File: config.mk
export PLATFORM = sky130hd
export DESIGN_NAME = tone_sequence_player
export DESIGN_NICKNAME = d
export VERILOG_FILES = /design/src/hdl/tsp_pkg.sv /design/src/hdl/tone_sequence_player.sv
export SDC_FILE = /design/constraint.sdc
export NUM_CORES = 1
export LEC_CHECK = 0
export ABC_AREA = 1
export ABC_CLOCK_PERIOD_IN_PS = 5150
export BUFFER_PORTS_ARGS = -buffer_cell sky130_fd_sc_hd__buf_4
export CORE_ASPECT_RATIO = 1.75
export CORE_UTILIZATION = 59
export DETAILED_ROUTE_END_ITERATION = 10
export PLACE_DENSITY_LB_ADDON = 0.25
export SLEW_MARGIN = 0
export SYNTH_ARGS = -nofsm -noshare
export SYNTH_HDL_FRONTEND = slang
export SYNTH_SLANG_ARGS = --single-unit
File: constraint.sdc
create_clock -name clk -period 5.15 [get_ports clk]
set_input_delay 0.515 -clock clk [delete_from_list [all_inputs] [get_ports clk]]
set_output_delay 0.515 -clock clk [all_outputs]
set_load 0.01 [all_outputs]
File: src/hdl/tsp_pkg.sv
// shared types, codes and sequence table for the tone sequence player
package tsp_pkg;

  // command codes
  localparam logic [2:0] CMD_TICK   = 3'd0;
  localparam logic [2:0] CMD_ALARM  = 3'd1;
  localparam logic [2:0] CMD_CHIME  = 3'd2;
  localparam logic [2:0] CMD_NOTIFY = 3'd3;
  localparam logic [2:0] CMD_SINGLE = 3'd4;
  localparam logic [2:0] CMD_STOP   = 3'd5;

  // sequence codes
  localparam logic [1:0] TUNE_ALARM  = 2'd0;
  localparam logic [1:0] TUNE_CHIME  = 2'd1;
  localparam logic [1:0] TUNE_NOTIFY = 2'd2;
  localparam logic [1:0] TUNE_SINGLE = 2'd3;

  // step indexes of the fixed table
  localparam logic [2:0] STEP_FIRST  = 3'd0;
  localparam logic [2:0] STEP_SECOND = 3'd1;
  localparam logic [2:0] STEP_THIRD  = 3'd2;
  localparam logic [2:0] STEP_FOURTH = 3'd3;

  // timing and pitch of the built-in sequences
  localparam logic [15:0] BEEP_FREQ_RESET = 16'd3200;
  localparam logic [15:0] ALARM_BEEP_MS   = 16'd120;
  localparam logic [15:0] ALARM_GAP_MS    = 16'd80;
  localparam logic [15:0] ALARM_PAUSE_MS  = 16'd680;
  localparam logic [15:0] CHIME_BEEP_MS   = 16'd60;
  localparam logic [15:0] NOTIFY_LOW_HZ   = 16'd2800;
  localparam logic [15:0] NOTIFY_HIGH_HZ  = 16'd3600;
  localparam logic [15:0] NOTIFY_TONE_MS  = 16'd70;

  // input beat
  typedef struct packed {
    logic [2:0]  command;
    logic [15:0] tone_freq;
    logic [15:0] tone_duration;
  } in_beat_t;

  // result beat
  typedef struct packed {
    logic        tone_on;
    logic [15:0] drive_freq;
    logic        busy_res;
  } out_beat_t;

  // one table step; zero length marks the end of a sequence
  typedef struct packed {
    logic [15:0] freq;
    logic [15:0] len;
  } step_t;

  // table lookup of one step
  function automatic step_t step_lookup(input logic [1:0] seq, input logic [2:0] idx,
                                        input logic [15:0] beep, input logic [15:0] sfreq,
                                        input logic [15:0] slen);
    step_t s;
    s = '0;
    unique case (seq)
      TUNE_ALARM: begin
        if (idx == STEP_FIRST) begin
          s.freq = beep;
          s.len  = ALARM_BEEP_MS;
        end else if (idx == STEP_SECOND) begin
          s.len  = ALARM_GAP_MS;
        end else if (idx == STEP_THIRD) begin
          s.freq = beep;
          s.len  = ALARM_BEEP_MS;
        end else if (idx == STEP_FOURTH) begin
          s.len  = ALARM_PAUSE_MS;
        end
      end
      TUNE_CHIME: begin
        if (idx == STEP_FIRST) begin
          s.freq = beep;
          s.len  = CHIME_BEEP_MS;
        end
      end
      TUNE_NOTIFY: begin
        if (idx == STEP_FIRST) begin
          s.freq = NOTIFY_LOW_HZ;
          s.len  = NOTIFY_TONE_MS;
        end else if (idx == STEP_SECOND) begin
          s.freq = NOTIFY_HIGH_HZ;
          s.len  = NOTIFY_TONE_MS;
        end
      end
      default: begin
        if (idx == STEP_FIRST) begin
          s.freq = sfreq;
          s.len  = slen;
        end
      end
    endcase
    return s;
  endfunction

endpackage

File: src/hdl/tone_sequence_player.sv
// tone sequence player: command decode, step timing and result buffering
//
//   channel  direction  handshake            payload
//   cfg      in         cfg_we               cfg_data (beep frequency)
//   in       in         in_valid / in_stall  in_data (in_beat_t)
//   out      out        out_valid/out_stall  out_data (out_beat_t)
//
// one beat enters per cycle while not stalled; acceptance registers its result.
// the player state is updated by a single decode and table step at acceptance.
// rst is synchronous and returns the player to idle with beep frequency 3200 Hz.
// a two-entry result buffer lets one more beat in while the output stalls;
// in_stall rises only once both entries hold results.
module tone_sequence_player
  import tsp_pkg::*;
(
  input  logic        clk,
  input  logic        rst,
  input  logic        cfg_we,
  input  logic [15:0] cfg_data,
  input  logic        in_valid,
  output logic        in_stall,
  input  in_beat_t    in_data,
  output logic        out_valid,
  input  logic        out_stall,
  output out_beat_t   out_data
);

  // player state
  logic [15:0] beep_hz;
  logic        playing, playing_next;
  logic        repeat_flag, repeat_flag_next;
  logic [1:0]  which_sequence, which_sequence_next;
  logic [2:0]  step_index, step_index_next;
  logic [15:0] ms_left, ms_left_next;
  logic [15:0] single_freq, single_freq_next;
  logic [15:0] single_length, single_length_next;

  // result buffer
  logic        skid_valid;
  out_beat_t   skid_data;
  out_beat_t   result;

  logic        in_take, out_take, need_enter;
  logic [1:0]  seq_c;
  logic [2:0]  idx_c;
  logic        rep_c, play_c;
  logic [15:0] ms_c;
  step_t       step_a, step_b, step_out;

  assign in_stall  = skid_valid;
  assign in_take   = in_valid & ~in_stall;
  assign out_take  = out_valid & ~out_stall;

  // beep frequency register
  always_ff @(posedge clk) begin
    if (rst) begin
      beep_hz <= BEEP_FREQ_RESET;
    end else if (cfg_we) begin
      beep_hz <= cfg_data;
    end
  end

  // command decode ahead of entering a step
  always_comb begin
    seq_c              = which_sequence;
    idx_c              = step_index;
    rep_c              = repeat_flag;
    play_c             = playing;
    need_enter         = 1'b0;
    ms_c               = ms_left;
    single_freq_next   = single_freq;
    single_length_next = single_length;
    unique case (in_data.command)
      CMD_TICK: begin
        if (playing) begin
          if (ms_left > 16'd1) begin
            ms_c = ms_left - 16'd1;
          end else begin
            idx_c      = step_index + 3'd1;
            need_enter = 1'b1;
          end
        end
      end
      CMD_ALARM, CMD_CHIME, CMD_NOTIFY: begin
        priority if (in_data.command == CMD_ALARM) begin
          seq_c = TUNE_ALARM;
        end else if (in_data.command == CMD_CHIME) begin
          seq_c = TUNE_CHIME;
        end else begin
          seq_c = TUNE_NOTIFY;
        end
        rep_c      = (in_data.command == CMD_ALARM);
        idx_c      = STEP_FIRST;
        play_c     = 1'b1;
        need_enter = 1'b1;
      end
      CMD_SINGLE: begin
        if (in_data.tone_freq != 16'd0 && in_data.tone_duration != 16'd0) begin
          single_freq_next   = in_data.tone_freq;
          single_length_next = in_data.tone_duration;
          seq_c      = TUNE_SINGLE;
          rep_c      = 1'b0;
          idx_c      = STEP_FIRST;
          play_c     = 1'b1;
          need_enter = 1'b1;
        end
      end
      CMD_STOP: begin
        play_c = 1'b0;
        rep_c  = 1'b0;
        idx_c  = STEP_FIRST;
        ms_c   = 16'd0;
      end
      default: begin
      end
    endcase
  end

  // step entry: load the step length, wrap a looping sequence or halt at its end
  assign step_a = step_lookup(seq_c, idx_c, beep_hz, single_freq_next, single_length_next);
  assign step_b = step_lookup(seq_c, STEP_FIRST, beep_hz, single_freq_next,
                              single_length_next);

  always_comb begin
    playing_next        = play_c;
    repeat_flag_next    = rep_c;
    which_sequence_next = seq_c;
    step_index_next     = idx_c;
    ms_left_next        = ms_c;
    if (need_enter) begin
      if (step_a.len != 16'd0) begin
        ms_left_next = step_a.len;
      end else if (rep_c && step_b.len != 16'd0) begin
        step_index_next = STEP_FIRST;
        ms_left_next    = step_b.len;
      end else begin
        playing_next     = 1'b0;
        repeat_flag_next = 1'b0;
        step_index_next  = STEP_FIRST;
        ms_left_next     = 16'd0;
      end
    end
  end

  // result from the state after this beat
  assign step_out = step_lookup(which_sequence_next, step_index_next, beep_hz,
                                single_freq_next, single_length_next);

  always_comb begin
    result.drive_freq = playing_next ? step_out.freq : 16'd0;
    result.tone_on    = playing_next && (step_out.freq != 16'd0);
    result.busy_res   = playing_next;
  end

  // state registers
  always_ff @(posedge clk) begin
    if (rst) begin
      playing        <= 1'b0;
      repeat_flag    <= 1'b0;
      which_sequence <= TUNE_ALARM;
      step_index     <= STEP_FIRST;
      ms_left        <= 16'd0;
      single_freq    <= 16'd0;
      single_length  <= 16'd0;
    end else if (in_take) begin
      playing        <= playing_next;
      repeat_flag    <= repeat_flag_next;
      which_sequence <= which_sequence_next;
      step_index     <= step_index_next;
      ms_left        <= ms_left_next;
      single_freq    <= single_freq_next;
      single_length  <= single_length_next;
    end
  end

  // output register and skid entry
  always_ff @(posedge clk) begin
    if (rst) begin
      out_valid  <= 1'b0;
      skid_valid <= 1'b0;
    end else if (out_take) begin
      if (skid_valid) begin
        out_data   <= skid_data;
        skid_valid <= 1'b0;
      end else if (in_take) begin
        out_data <= result;
      end else begin
        out_valid <= 1'b0;
      end
    end else if (in_take) begin
      if (out_valid) begin
        skid_data  <= result;
        skid_valid <= 1'b1;
      end else begin
        out_data  <= result;
        out_valid <= 1'b1;
      end
    end
  end

endmodule

After elaboration in Yosys (flattened, before gate mapping)
Cells that the tools add are included.
{"block": "totals", "mem_bits_rw": 0, "ff_bits": 109, "input_bits": 56, "n_memories": 0, "rom_bits": 0, "latch_bits": 0, "word_cells": 131}
{"block": "op_classes", "shift": 0, "n_eq_ne": 18, "n_mul": 0, "magnitude_cmp": 1, "n_div": 0, "muxes": 65, "n_reduce_logical": 23, "add_sub_neg": 2, "bitwise_logic": 6}
{"cell": "16-bit 2-to-1 mux", "count": 19}
{"cell": "32-bit 2-to-1 mux", "count": 3}
{"cell": "16-bit case mux with 3 select lines", "count": 2}
{"cell": "32-bit case mux with 3 select lines", "count": 1}
{"cell": "18-bit 2-to-1 mux", "count": 5}
{"cell": "16-bit nonzero test", "count": 5}
{"cell": "28-bit 2-to-1 mux", "count": 2}
{"cell": "16-bit case mux with 2 select lines", "count": 1}
{"cell": "10-bit 2-to-1 mux", "count": 2}
{"cell": "3-bit by 2-bit == test with 1-bit output, second input constant", "count": 6}
{"cell": "16-bit by 1-bit greater-than comparator with 1-bit output, second input constant", "count": 1}
{"cell": "16-bit by 1-bit subtractor with 16-bit output, second input constant", "count": 1}
{"cell": "1-bit 2-to-1 mux", "count": 15}
{"cell": "3-bit 2-to-1 mux", "count": 5}
{"cell": "4-bit AND reduction", "count": 3}
{"cell": "3-bit by 1-bit == test with 1-bit output, second input constant", "count": 3}
{"cell": "3-bit zero test", "count": 3}
{"cell": "1-bit case mux with 3 select lines", "count": 3}
{"cell": "3-bit case mux with 3 select lines", "count": 1}
{"cell": "7-bit 2-to-1 mux", "count": 1}
{"cell": "3-bit == test, second input constant", "count": 2}
{"cell": "2-bit 2-to-1 mux", "count": 3}
{"cell": "6-bit 2-to-1 mux", "count": 1}
{"cell": "3-bit inequality test, second input constant", "count": 2}
{"cell": "17 further kinds", "count": 25}

Depth between registers and ports, before layout
Gate-level depths: netlist of run 1.
{"block": "logic_depth", "ltp_word": 24, "ltp_mapped": 32, "depth_no_buf": 29}

Worst setup path before layout of run 1
Ideal clock, no wire load.
{"block": "synth_path", "kind": "in2reg", "from": "input port in_data[33] in the netlist's numbering", "to": "register out_data[17] in the netlist's numbering (data pin)", "stages": 30, "path_slack_ns": 1.117, "t_arrival_ns": 3.780, "path_cell_list": "nor2_2 > inv_1 > nor2_2 > nand3_2 > inv_2 > buf_2 > clkbuf_1 > o22ai_1 > nand2_1 > ha_1 > clkbuf_1 > inv_1 > clkbuf_1 > nor2_1 > nand3_1 > nand2_1 > nor2_1 > nand2_2 > nor2_4 > nand3_4 > o211ai_4 > buf_6 > nand3_1 > nand2_1 > nor2_1 > nand2_1 > nor2_1 > nand2_1 > nand2_1 > nand2_1"}
{"block": "synth_via", "word_cells_on_any_way": 60, "cone_classes": "eq/ne (12); mux (37); reduce/logical (11)"}
{"element": "start: declaration", "line_no": "tone_sequence_player.sv:22", "text": "input in_beat_t in_data,"}
{"element": "3-bit by 2-bit == test with 1-bit output", "line_no": "tone_sequence_player.sv:73, tone_sequence_player.sv:87"}
{"element": "2-bit 2-to-1 mux", "line_no": "tone_sequence_player.sv:87", "text": "end else if (in_data.command == CMD_CHIME) begin"}
{"element": "2-bit 2-to-1 mux", "line_no": "tone_sequence_player.sv:85", "text": "priority if (in_data.command == CMD_ALARM) begin"}
{"element": "2-bit case mux with 2 select lines (*)", "line_no": "tone_sequence_player.sv:73", "text": "unique case (in_data.command)"}
{"element": "net seq_c[1]", "line_no": "tone_sequence_player.sv:44", "text": "logic [1:0] seq_c;"}
{"element": "2-bit == test, or another cell as far along", "line_no": "tsp_pkg.sv:60", "text": "unique case (seq)"}
{"element": "16-bit case mux with 3 select lines", "line_no": "tsp_pkg.sv:60"}
{"element": "16-bit nonzero test", "line_no": "tone_sequence_player.sv:131", "text": "if (step_a.len != 16'd0) begin"}
{"element": "(+4 left out)"}
{"element": "16-bit 2-to-1 mux", "line_no": "tsp_pkg.sv:65", "text": "end else if (idx == STEP_SECOND) begin"}
{"element": "32-bit 2-to-1 mux", "line_no": "tsp_pkg.sv:62", "text": "if (idx == STEP_FIRST) begin"}
{"element": "32-bit case mux with 3 select lines", "line_no": "tsp_pkg.sv:60"}
{"element": "16-bit nonzero test", "line_no": "tone_sequence_player.sv:151", "text": "result.tone_on = playing_next && (step_out.freq != 16'd0);"}
{"element": "1-bit logical AND (*)", "line_no": "tone_sequence_player.sv:151"}
{"element": "18-bit 2-to-1 mux (on tied branches)", "line_no": "tone_sequence_player.sv:191, tone_sequence_player.sv:185"}
{"element": "18-bit 2-to-1 mux (on tied branches)", "line_no": "tone_sequence_player.sv:190, tone_sequence_player.sv:182"}
{"element": "18-bit 2-to-1 mux (*)", "line_no": "tone_sequence_player.sv:181", "text": "end else if (out_take) begin"}
{"element": "end signal: assignment", "line_no": "tone_sequence_player.sv:183", "text": "out_data <= skid_data;"}
{"element": "end signal: assignment", "line_no": "tone_sequence_player.sv:186", "text": "out_data <= result;"}
{"element": "end signal: assignment", "line_no": "tone_sequence_player.sv:195", "text": "out_data <= result;"}
{"element": "end: declaration", "line_no": "tone_sequence_player.sv:25", "text": "output out_beat_t out_data"}
The timed path passes the listed nets; every way through them passes the cells marked *. The select of a mux whose other input is x is not followed.
A chain may end at the register's enable or synchronous reset.

Worst setup path after layout of run 1
{"block": "layout_path", "from": "input port in_data[28] in the netlist's numbering", "to": "register out_data[17] in the netlist's numbering (data pin)"}
{"block": "layout_via", "word_cells_on_any_way": 59, "cone_classes": "eq/ne (7); mux (42); reduce/logical (10)"}
{"element": "16-bit nonzero test (*)", "line_no": "tone_sequence_player.sv:98", "text": "if (in_data.tone_freq != 16'd0 && in_data.tone_duration != 16'd0) begin"}
{"element": "1-bit logical AND (*)", "line_no": "tone_sequence_player.sv:98"}
{"element": "2-bit 2-to-1 mux (*)", "line_no": "tone_sequence_player.sv:98"}
{"element": "2-bit case mux with 2 select lines (*)", "line_no": "tone_sequence_player.sv:73"}
{"element": "net seq_c[1]", "line_no": "tone_sequence_player.sv:44"}
{"element": "2-bit == test, or another cell as far along", "line_no": "tsp_pkg.sv:60"}
{"element": "16-bit case mux with 3 select lines", "line_no": "tsp_pkg.sv:60"}
{"element": "16-bit nonzero test", "line_no": "tone_sequence_player.sv:131"}
{"element": "(+4 left out)"}
{"element": "16-bit 2-to-1 mux", "line_no": "tsp_pkg.sv:65"}
{"element": "32-bit 2-to-1 mux", "line_no": "tsp_pkg.sv:62"}
{"element": "32-bit case mux with 3 select lines", "line_no": "tsp_pkg.sv:60"}
{"element": "16-bit nonzero test", "line_no": "tone_sequence_player.sv:151"}
{"element": "1-bit logical AND (*)", "line_no": "tone_sequence_player.sv:151"}
{"element": "18-bit 2-to-1 mux (on tied branches)", "line_no": "tone_sequence_player.sv:191, tone_sequence_player.sv:185"}
{"element": "18-bit 2-to-1 mux (on tied branches)", "line_no": "tone_sequence_player.sv:190, tone_sequence_player.sv:182"}
{"element": "18-bit 2-to-1 mux (*)", "line_no": "tone_sequence_player.sv:181"}
Marks and branches as above.

==> results of run 1 <==
## worst paths after layout
kind                       end  slack (ps)  depth (start not counted)        start
hold reg to reg     beep_hz[7]         460                          2   beep_hz[7]
setup reg to reg  out_data[17]        1350                         27   ms_left[0]
setup / recovery  out_data[17]         990                         31  in_data[28]
hold / removal      beep_hz[4]         380                          3  cfg_data[4]
## cell usage in the layout (no fill, tap or decap), types with 8 or more instances in the layout
master | Yosys | routed
inv_1 | 130 | 130
nand2_1 | 215 | 215
buf_4 | 1 | 88
o21ai_1 | 8 | 8
dfxtp_1 | 73 | 73
a21oi_1 | 67 | 67
edfxtp_1 | 36 | 36
o211ai_1 | 17 | 17
nor2_1 | 117 | 117
nand4_1 | 11 | 11
nor2_2 | 10 | 10
nand3_1 | 35 | 35
o21ai_0 | 109 | 109
clkbuf_16 | 0 | 9
## power breakdown
| part | total (W) | internal (W) | switching, W | leakage, nW |
|---|---|---|---|---|
| sequential | 0.000990 | 0.000955 | 0.0000349 | 0.933 |
| clock | 0.000746 | 0.000395 | 0.000350 | 0.156 |
| combinational | 0.000569 | 0.000201 | 0.000369 | 2.36 |
| total | 0.00231 | 0.00155 | 0.000754 | 3.44 |
## critical path, delay by kind of cell
kind / cells / cell delay [ps]
simple gates: 23 / 2480
buf+inv: 5 / 630
fa+ha+maj: 1 / 370
compound gates: 2 / 300
## registers in the layout (all words and copies together), names as in the netlist, 2 cells and up
name            count
which_sequence      2
single_length      16
out_data           18
beep_hz            16
skid_data          18
single_freq        16
step_index          3
ms_left            16
## routing by layer
layer	vias to the layer above	global-route usage
li1	3193	-
met5	-	0
met3	35	0.03883
met2	202	0.5132
met1	2891	0.3809
met4	0	0.1081
## cells by family (layout without fill, tap and decap cells)
| group | count (synthesis) | after routing | share of synthesized area |
|---|---|---|---|
| adder cells (fa/ha/maj) | 7 | 7 | 0.01345 |
| AND/OR/NAND/NOR | 429 | 429 | 0.2929 |
| buffers and inverters | 182 | 243 | 0.1103 |
| AO/OA/AOI/OAI | 219 | 219 | 0.1860 |
| XOR/XNOR | 5 | 5 | 0.006727 |
| flip-flops | 109 | 109 | 0.3905 |
## layout make-up
| type | count | area, um2 | area share |
|---|---|---|---|
| multi-input cells | 660 | 3249 | 0.4355 |
| flip-flops and latches | 109 | 2542 | 0.3408 |
| repair buffers | 88 | 660.6 | 0.08855 |
| inverters | 139 | 521.8 | 0.06993 |
| clock buffers | 9 | 225.2 | 0.03019 |
| well taps | 130 | 162.7 | 0.02180 |
| clock inverters | 7 | 98.84 | 0.01325 |
## stage by stage
step	total power, W	area, um2	setup WS [ps]	utilization
after floorplan	0.001405	6510	1117	-
after global placement	0.001553	7137	710.1	0.6671
after detailed placement	0.001567	7137	694.1	0.6671
after CTS	0.002308	7461	1049	0.6974
after global routing	0.002419	7461	510.8	0.6974
final	0.002306	7461	989.3	0.6974
==> metrics, run 1 <==
Cells after DPL 1,126; vias in the first global route 5,763; P&R area growth vs syn 14.61%; post-DP HPWL 12.01 mm; Tmin final 4161 ps; Via Count 6,321; antenna-violating nets left 0; Die X 81.41 um; Max Cap Viol 0; Worst-Skew Late Latency 360 ps; post-synth top area share 0.2245; # diodes 0; worst hold path type in2reg; core area 10,700 um2; via density per instance 5.535; Die Y 141.0 um; CTS root buffer clkbuf_16; DR WL met3 782 um; Synth area leaders dfxtp_1 (22%), edfxtp_1 (17%), nand2_1 (12%), o21ai_0 (8.4%), inv_1 (7.5%); Synth Net Count 1,014; Setup-failing EPs final 0; hold violation count in the final report 0; hold_buf cts 0; CP Capture Type register; initial antenna violation count 0; power density cells 309.0 nW/um2; clk slew on worst S/H paths 80 ps; DRC viols 0; Post-synth top flop dfxtp_1; # rows 50; IO Port Bufs 75; status finished, final reports clean; CTS Buf Count 9; Die Area 11,470 um2; # Post-CTS Setup Buffers 0; metal2 WL 8.372 mm; Synth Warn # 0; Leakage 3.444 nW; maximum vdd ir drop 0.2325 mV; Async S/R FF share, synth 0; Post-synth EDFFs 36; Final Wtd Congestion 1.011; Final Max Tran Viols 0; cell repeated most along the worst path nand2_1; WS Path Type in2reg; Synth top cells by count nand2_1 (215), inv_1 (130), nor2_1 (117); period utilisation layout 0.8079; fin cells 1,142; synth unique cells 46; Iter 0 DRT Violations 466; layout cell share with drive strength beyond 1 0.1472; WL/cell 14.32 um; Slowest cell on crit path ha_1; fmax 240.3 MHz; Initial Util 0.6085; global route overflow 0; Nets 1,070; GR Util All Layers 0.3015; CTS sink count 109; crit path max fanout 21; Metal-1 WL 6.736 mm; WL final 16.35 mm; Hold Slack 377.5 ps; sequential-to-total area share from yosys stat 0.3905; DR pass1 iterations 8; Worst EP arrival 4280 ps; cell with the most instances after synthesis nand2_1; H-tree depth 3; Setup TNS 0 ps; worst slew pin tran 676.2 ps; CP Launch Type primary input; setup repair after global routing missed its margin no; CTS max path bufs 2; TritonCTS clock tree built; largest net degree at the start of global routing 58; Worst path max stage delay 370 ps; Fill cells 925; first-pass GRT wire length 26.86 mm; flops & latches, synth 109; clock skew 9.881 ps; post_cts resized 0; Avg Inst Size Synth 6.845 um2; mapped cell area 6510 um2; Cells after Synth 951; Slew headroom 0.5464; Worst EP required 5270 ps; Top Layer Used met4; boundary pin count 76; cell taking the most area after synthesis dfxtp_1
No activity file was read; power rests on OpenSTA's default activity.
==> run 2: changes to the inputs <==
- ABC_CLOCK_PERIOD_IN_PS: 5150 -> 4250
- clock period: 5.15 -> 4.25 ns (I/O delays scaled with it)
==> run 2 against run 1 <==
Compared with the run above: global-route usage down 0.24 points; clock skew up 1.3 ps; sequential power is 21% higher; sequential cell count did not move; worst hold slack got worse by 100 ps; critical endpoint is now out_data[15]; via count about the same; total power is 19% higher; critical path depth fell by 10; combinational power rose by 20%; setup slack got worse by 620 ps; clock-buffer cell count unchanged; non-clock buffer count unchanged.
==> metrics, run 2 (synthesized netlist as in run 1, its figures left out) <==
Slowest cell on crit path nor4_1; IO Port Bufs 75 (unchanged); Top Layer Used met4; H-tree depth 3 (unchanged); # rows 50 (unchanged); Finished Cell Area 7441 um2 (-0.27%); CTS max path bufs 2 (unchanged); post_cts resized 0 (unchanged); Clock Power Share 0.314 (-0.009); sequential share of power 0.437 (+0.007); period utilisation layout 0.9134; Leakage 3.438 nW (-0.18%); P_int 0.001825 W (+18%); post-DP HPWL 11.80 mm (-1.7%); first-pass GRT wire length 26.81 mm (-0.20%); worst slew pin tran 703.2 ps (+26.93 ps); Die Y 141.0 um (unchanged); fmax 257.6 MHz; Die Area 11,470 um2 (unchanged); crit-path cells buf_4 -> nor2_2 -> inv_1 -> nor2_2 -> nand3_2 -> buf_4 -> nand2_1 -> inv_1 -> ha_1 -> nor2_1 -> clkinv_1 -> nand2_1 -> nand2_1 -> nor2_1 -> nand3b_1 -> nor4_1 -> nor2_1 -> o21ai_1 -> nor2_1 -> inv_1 -> o21ai_0; biggest regs out_data: 18 flops, skid_data: 18 flops; Iter 0 DRT Violations 475 (+1.9%); Setup TNS 0 ps (unchanged); # Post-CTS Setup Buffers 0 (unchanged); hold_buf cts 0 (unchanged); GR Util All Layers 0.2992 (-0.002353); Final Wtd Congestion 0.9906 (-2.0%); Setup-failing EPs final 0 (unchanged); most frequent cells in the layout nand2_1 (215), inv_1 (130), nor2_1 (117); Tmin final 3882 ps; DR WL met3 874 um (+12%); TritonCTS clock tree built; Comb pwr share 0.249 (+0.002); layout cell share with drive strength beyond 1 0.1472 (unchanged); Max Cap Viol 0 (unchanged); clk slew on worst S/H paths 80 ps (about the same); CTS sink count 109 (unchanged); Die X 81.41 um (unchanged); setup repair after global routing missed its margin no; Hold Slack 276.4 ps (-101.1 ps); maximum vdd ir drop 0.2808 mV (+21%); multi-input logic area 3249 um2 (unchanged); placed inst area 7137 um2 (unchanged); switching power 0.0009182 W (+22%); Switching Share 0.3347 (+0.007559); Worst EP arrival 3980 ps (-300 ps); CTS Buf Count 9 (unchanged); Via Count 6,318 (-0.047%); DRC viols 0 (unchanged); antenna-violating nets left 0 (unchanged); status finished, final reports clean; via density per instance 5.532 (about the same); WS Path Type in2reg; power density cells 368.7 nW/um2 (+19%); crit path max fanout 17 (-19%); metal2 WL 8.021 mm (-4.2%); Fill cells 958 (+3.6%); vias in the first global route 5,828 (+1.1%); Initial Util 0.6085 (unchanged); commonest non-fill, non-tap cell in the layout nand2_1; hold violation count in the final report 0 (unchanged); CP Launch Type primary input; Worst-Skew Late Latency 360 ps (about the same); worst hold path type in2reg; global route overflow 0 (unchanged); Nets 1,070 (unchanged); Pwr Total 0.002744 W (+19%); boundary pin count 76 (unchanged); Metal-1 WL 6.618 mm (-1.8%); largest net degree at the start of global routing 58 (unchanged); Reg area 2542 um2 (unchanged); WL/cell 14.02 um (-2.1%); initial antenna violation count 0 (unchanged); cell repeated most along the worst path nor2_1; CP Capture Type register; Worst EP required 4340 ps (-930 ps); clock skew 11.16 ps (+1.276 ps); CTS root buffer clkbuf_16; Slew headroom 0.5283 (-0.01807); # diodes 0 (unchanged); WL final 16.01 mm (-2.1%); DR pass1 iterations 6 (-2); P&R area growth vs syn 14.30%; Worst path max stage delay 520 ps (+150 ps); Final Max Tran Viols 0 (unchanged); core area 10,700 um2 (unchanged)
[run 2: cell types whose count changed in the layout (fill, tap and decap cells not counted), sizes merged]
| cell | previous run | this run |
|---|---|---|
| bufinv | 1 | 0 |
| clkinv | 5 | 6 |
| clkinvlp | 1 | 0 |
| inv | 139 | 140 |
[run 2: cell type report]
type / count / share of cell area
Sequential cell: 109 / 0.3417
Clock buffer: 9 / 0.03027
Tap cell: 130 / 0.02186
Timing Repair Buffer: 88 / 0.08878
Clock inverter: 7 / 0.01059
Multi-Input combinational cell: 660 / 0.4367
Inverter: 139 / 0.07012
[run 2: per-stage QoR]
step                      utilization  worst slack, ps  instances
final                          0.6956            368.2       1142
after global routing           0.6956            155.2       1142
after CTS                      0.6956            450.2       1142
after detailed placement       0.6671            51.99       1126
after global placement         0.6671            111.7       1126
after floorplan                     -            307.5        951
[run 2: critical path: cells and delay by family]
family | cells | cell delay (ps)
and+or+nand+nor | 12 | 1920
buffers and inverters | 6 | 950
AOI/OAI and AO/OA | 2 | 430
adders and majority gates | 1 | 240
[run 2: final timing paths]
check	slack (ps)	to	start	cells past startpoint
min	280	beep_hz[6]	cfg_data[6]	3
min reg2reg	460	beep_hz[1]	beep_hz[1]	2
max reg2reg	580	out_data[17]	ms_left[0]	25
max	370	out_data[15]	in_data[33]	21
[run 2: power groups by stage]
stage / Combinational, W / Clock, W / Sequential [W]
global route: 0.000772 / 0.000910 / 0.00121
finish: 0.000683 / 0.000862 / 0.00120
CTS: 0.000677 / 0.000870 / 0.00120
global placement: 0.000658 / 0 / 0.00122
floorplan: 0.000486 / 0 / 0.00122
detailed placement: 0.000671 / 0 / 0.00122
[run 2: layer usage]
| layer | vias to the layer above | GRT usage |
|---|---|---|
| met4 | 0 | 0.1241 |
| met5 | - | 0 |
| met2 | 223 | 0.5013 |
| met3 | 44 | 0.04142 |
| met1 | 2853 | 0.3761 |
| li1 | 3198 | - |
